$ cat src/hw/rtl/assert_macros.svh
// Assertion macros shared by the detector RTL.
`ifndef ASSERT_MACROS_SVH
`define ASSERT_MACROS_SVH

// Check on every clock edge outside reset.
`define ASSERT_CLK(lbl, prop, msg) \
  lbl: assert property (@(posedge clk) disable iff (rst) prop) else $error(msg);

// Check on every clock edge, reset included.
`define ASSERT_ALWAYS(lbl, prop, msg) \
  lbl: assert property (@(posedge clk) prop) else $error(msg);

`endif

$ cat src/hw/rtl/spd_pkg.sv
// Types and constants of the SYN port-scan detector.
package spd_pkg;

  localparam logic [31:0] HASH_MULT    = 32'd2654435761;
  localparam int          SYN_BIT      = 1;
  localparam logic [15:0] THRESH_RESET = 16'd20;
  localparam logic [31:0] WINDOW_RESET = 32'd5000;
  localparam logic [15:0] COUNT_MAX    = 16'hFFFF;

  localparam int          CFG_IDX_W      = 2;
  localparam logic [1:0]  CFG_IDX_THRESH = 2'd0;
  localparam logic [1:0]  CFG_IDX_WINDOW = 2'd1;

  typedef struct packed {
    logic        is_ipv4;
    logic        is_tcp;
    logic [7:0]  tcp_flag_bits;
    logic [31:0] source_addr;
    logic [31:0] dest_addr;
    logic [15:0] source_port;
    logic [15:0] dest_port;
    logic [63:0] time_ms;
  } spd_hdr_t;

  typedef struct packed {
    logic        alert_fired;
    logic [31:0] alert_src_addr;
    logic [31:0] alert_dst_addr;
    logic [15:0] alert_src_port;
    logic [15:0] alert_dst_port;
    logic [63:0] alert_time_ms;
  } spd_alert_t;

  typedef struct packed {
    logic        valid;
    logic [31:0] source;
    logic [15:0] port_count;
    logic [15:0] prev_port;
    logic [63:0] window_start;
  } spd_entry_t;

  localparam int ENTRY_W = $bits(spd_entry_t);

  typedef struct packed {
    logic load_in;
    logic hash;
    logic eval;
    logic update;
    logic commit;
    logic clear_wr;
  } spd_cmd_t;

  typedef struct packed {
    logic clear_done;
    logic out_free;
  } spd_sts_t;

endpackage

$ cat src/hw/rtl/spd_ctrl.sv
// Sequencer for the table clear pass and the per-beat read-modify-write.
module spd_ctrl (
  input  logic              clk,
  input  logic              rst,
  input  logic              in_valid,
  output logic              in_ready,
  input  spd_pkg::spd_sts_t sts,
  output spd_pkg::spd_cmd_t cmd
);
  import spd_pkg::*;
  `include "assert_macros.svh"

  typedef enum logic [2:0] {
    S_CLEAR,
    S_IDLE,
    S_HASH,
    S_READ,
    S_EVAL,
    S_UPDATE,
    S_DONE
  } state_t;

  state_t state;
  logic   accept;

  assign accept = in_valid && in_ready;

  always_comb begin
    cmd          = '0;
    cmd.load_in  = accept;
    cmd.hash     = (state == S_HASH);
    cmd.eval     = (state == S_EVAL);
    cmd.update   = (state == S_UPDATE);
    cmd.commit   = (state == S_DONE) && sts.out_free;
    cmd.clear_wr = (state == S_CLEAR);
  end

  always_ff @(posedge clk) begin
    if (rst) begin
      state    <= S_CLEAR;
      in_ready <= 1'b0;
    end else begin
      case (state)
        S_CLEAR: begin
          if (sts.clear_done) begin
            state    <= S_IDLE;
            in_ready <= 1'b1;
          end
        end
        S_IDLE: begin
          if (accept) begin
            state    <= S_HASH;
            in_ready <= 1'b0;
          end
        end
        S_HASH:   state <= S_READ;
        S_READ:   state <= S_EVAL;
        S_EVAL:   state <= S_UPDATE;
        S_UPDATE: state <= S_DONE;
        S_DONE: begin
          if (sts.out_free) begin
            state    <= S_IDLE;
            in_ready <= 1'b1;
          end
        end
        default: begin
          state    <= S_IDLE;
          in_ready <= 1'b1;
        end
      endcase
    end
  end

  `ASSERT_CLK(a_no_accept_in_clear, (state == S_CLEAR) |-> !in_ready, "ready during clear pass")
  `ASSERT_CLK(a_single_commit, cmd.commit |=> !cmd.commit && !cmd.hash, "commit repeated")
  `ASSERT_CLK(a_ready_idle, in_ready |-> (state == S_IDLE), "ready outside idle")
endmodule

$ cat config.mk
export PLATFORM = sky130hd
export DESIGN_NAME = spd_ctrl
export DESIGN_NICKNAME = d
export VERILOG_FILES = /design/src/hw/rtl/spd_pkg.sv /design/src/hw/rtl/spd_ctrl.sv
export VERILOG_INCLUDE_DIRS = /design/src /design/src/hw/rtl
export SDC_FILE = /design/constraint.sdc
export NUM_CORES = 1
export LEC_CHECK = 0
export BUFFER_PORTS_ARGS = -buffer_cell sky130_fd_sc_hd__clkbuf_2
export CORE_AREA = 4 4 41 43
export DETAILED_ROUTE_END_ITERATION = 10
export DIE_AREA = 0 0 45 47
export MAX_ROUTING_LAYER = met4
export SYNTH_ARGS = -nofsm -noshare
export SYNTH_HDL_FRONTEND = slang
export SYNTH_SLANG_ARGS = --single-unit
$ cat constraint.sdc
create_clock -name clk -period 2.7 [get_ports clk]
set_input_delay 0.27 -clock clk [delete_from_list [all_inputs] [get_ports clk]]
set_output_delay 0.27 -clock clk [all_outputs]
set_load 0.01 [all_outputs]
==> reports/qor.csv <==
stage,metric,value,unit
detailed_routing,Via Count,283,
power_and_ir_drop,Pwr Density,497.4,mW/mm^2
placed_design,Placed Instances,55,
global_routing,initial antenna violation count,0,
sta,clock skew,0.003562,ns
sta,Final min period,1.531,ns
flow_run,max capacitance violation total,0,
clock_tree,TritonCTS clock tree,done,
clock_tree,CTS root buffer,clkbuf_4,
clock_tree,clock input transition at the sequential cells of the worst setup and hold paths,0.04,ns
final_layout,Layout Cells excl Fill,58,
power_and_ir_drop,sequential power share,42.4,%
synth,mapped cell area,269.0,sq um
sta,unrepaired setup endpoints after global routing,false,
global_routing,largest net degree at the start of global routing,15,
clock_tree,clk_lat worst skew,0.23,ns
floorplan,full die area,0.002115,sq mm
floorplan,Die Ht,47,microns
synth,register area share after synthesis,29.77,%
synth,Post-Synthesis Cells,33,
global_routing,remaining global-route overflow,0,
floorplan,CORE AREA,0.001301,sq mm
detailed_routing,first-iteration detailed-routing DRC count,6,
global_routing,GRT Total Usage,6.770,%
synth,post-synthesis adder-cell area fraction,0,%
sta,measured slew at the worst slew-check pin,0.3811,ns
synth,largest family of logic cells by synthesized area,simple AND/OR/NAND/NOR gates,
sta,final hold vios,0,
final_layout,ant diodes,0,
critical_path,critical path class,reg2out,
detailed_routing,total wire length,635,microns
final_layout,area delta synth->final,26.51,%
floorplan,Die Width,45,microns
clock_tree,Sink Count,4,
placed_design,gp weighted congestion,0.6995,
synth,"top cells by count, synth","4 x a21oi_1, 4 x dfxtp_1, 4 x nor3b_1",
sta,Setup-failing EPs final,0,
power_and_ir_drop,Comb power frac,15.6,%
power_and_ir_drop,Int Power,0.0001267,W
floorplan,Row Count,13,
clock_tree,Num CTS Buffers,3,
synth,mux contribution to synthesized area,0,%
synth,Post-synth EDFFs,0,
synth,post-synthesis average cell area,8.152,sq um
synth,XOR/XNOR share of the synthesized area,0,%
sta,maximum clock rate,653.3,MHz
final_layout,fin util,26.15,%
synth,Syn Nets,38,
final_layout,share of layout cells above drive strength 1,32.56,%
power_and_ir_drop,peak supply drop,173.0,uV
outcome,status,"finished, final reports clean",
synth,synth warn,0,
placed_design,HPWL Detailed,479.5,microns
clock_tree,H-tree depth,1,
clock_tree,postcts setup bufs,0,
synth,post-synthesis compound-gate area fraction,21.86,%
critical_path,CP endpoint kind,output port,
critical_path,startpoint types,register,
floorplan,io pins,12,
power_and_ir_drop,Clock Power Share,42.0,%
detailed_routing,DR pass1 iterations,4,
critical_path,Critical Path AT,1.26,ns
synth,Yosys top cell area share,29.77,%
critical_path,R2R depth,3,
floorplan,Initial Utilization,20.67,%
detailed_routing,routed length per instance,10.95,microns
power_and_ir_drop,Switching Share,25.18,%
sta,worst rel slew slack,74.56,%
synth,Synth area leader,dfxtp_1,
synth,Netlist cell types,17,
power_and_ir_drop,P_leak,0.1491,nW
min_path,hold depth,2,
sta,Final Cycle Share,56.70,%
detailed_routing,Antenna Nets Post-Route,0,
sta,Max Transition Viols Final,0,
synth,ys async rst share,0,%
final_layout,Layout Nets,50,
global_routing,first-pass GRT wire length,979,microns
synth,"top cells by area, synth","dfxtp_1 30%, nor3b_1 11%, nand3b_1 8.4%",
clock_tree,# hold bufs at CTS,0,
placed_design,I/O Buffers,11,
clock_tree,clock buffer depth,2,
detailed_routing,via-per-instance ratio,4.879,
critical_path,critical path required time,2.43,ns
detailed_routing,Post-route DRC,0,
min_path,worst min path class,in2reg,
clock_tree,quantity of gates resized following cts,0,
synth,top_reg_cell synth,dfxtp_1,
sta,setup TNS,0,ns
critical_path,crit-path max FO,13,
synth,"FF+latch count, synth",4,
synth,Synth Area in Simple Gates,39.07,%
power_and_ir_drop,net switching power figure,0.00004263,W
global_routing,vias in the first global route,224,
## worst max-delay path, cell delays in order (launching register included)
cell and delay, ns:
dfxtp_1 0.54, nand2_1 0.12, nor3b_1 0.21, clkbuf_2 0.16
## power by group through the flow
stage / sequential [W] / clock (W) / combinational, W
2_1_floorplan: 0.0000678 / 0 / 0.0000213
3_3_place_gp: 0.0000723 / 0 / 0.0000268
3_5_place_dp: 0.0000726 / 0 / 0.0000266
4_1_cts: 0.0000719 / 0.0000758 / 0.0000267
5_1_grt: 0.0000730 / 0.0000794 / 0.0000292
6_report: 0.0000718 / 0.0000710 / 0.0000264
## sequential cells by signal, summed over array words and instances (netlist names)
| signal | count |
|---|---|
| state | 3 |
| in_ready | 1 |
## path summary, 6_finish.rpt
kind	startpoint	end	slack [ns]
worst max-delay path	state[2]	cmd[1]	1.17
worst min-delay path	rst	state[2]	0.26
worst max register to register	state[2]	state[1]	1.48
worst min register to register	state[2]	state[2]	0.62
## kinds of logic (layout without fill, tap and decap cells)
logic type             after synthesis  after routing
AO/OA/AOI/OAI                        9              9
flip-flops                           4              4
buffers and inverters                4             14
AND/OR/NAND/NOR                     16             16
## cell usage in the layout, fill, tap and decap left out, types with 2 or more instances in the layout
cell	count
a211oi_1	2
a21oi_1	4
clkbuf_2	11
clkbuf_4	3
dfxtp_1	4
nand2_1	3
nand3b_1	3
nor3b_1	4
## routing by layer
| layer | GRT usage, % | routed length, microns |
|---|---|---|
| met3 | 3.831 | 61 |
| met2 | 8.475 | 277 |
| met4 | 3.509 | 0 |
| met5 | - | 0 |
| met1 | 8.409 | 295 |
## through the flow
stage	hold slack [ns]	setup WS (ns)	area, sq um	power, W
CTS	0.2538	1.148	340.3	0.0001743
detailed placement	0.5010	1.409	317.8	0.00009920
global route	0.2633	1.027	340.3	0.0001816
floorplan	0.3391	1.506	269.0	0.00008912
global placement	0.4998	1.437	317.8	0.00009910
finish	0.2630	1.169	340.3	0.0001693
## final cells by class
cell class,instances,area [sq um]
Multi-Input combinational cell,25,163.9
Sequential cell,4,80.08
Timing Repair Buffer,11,55.05
Tap cell,15,18.77
Fill cell,158,960.9
Clock buffer,3,22.52
Note: power is estimated with default switching activity, not from simulation.
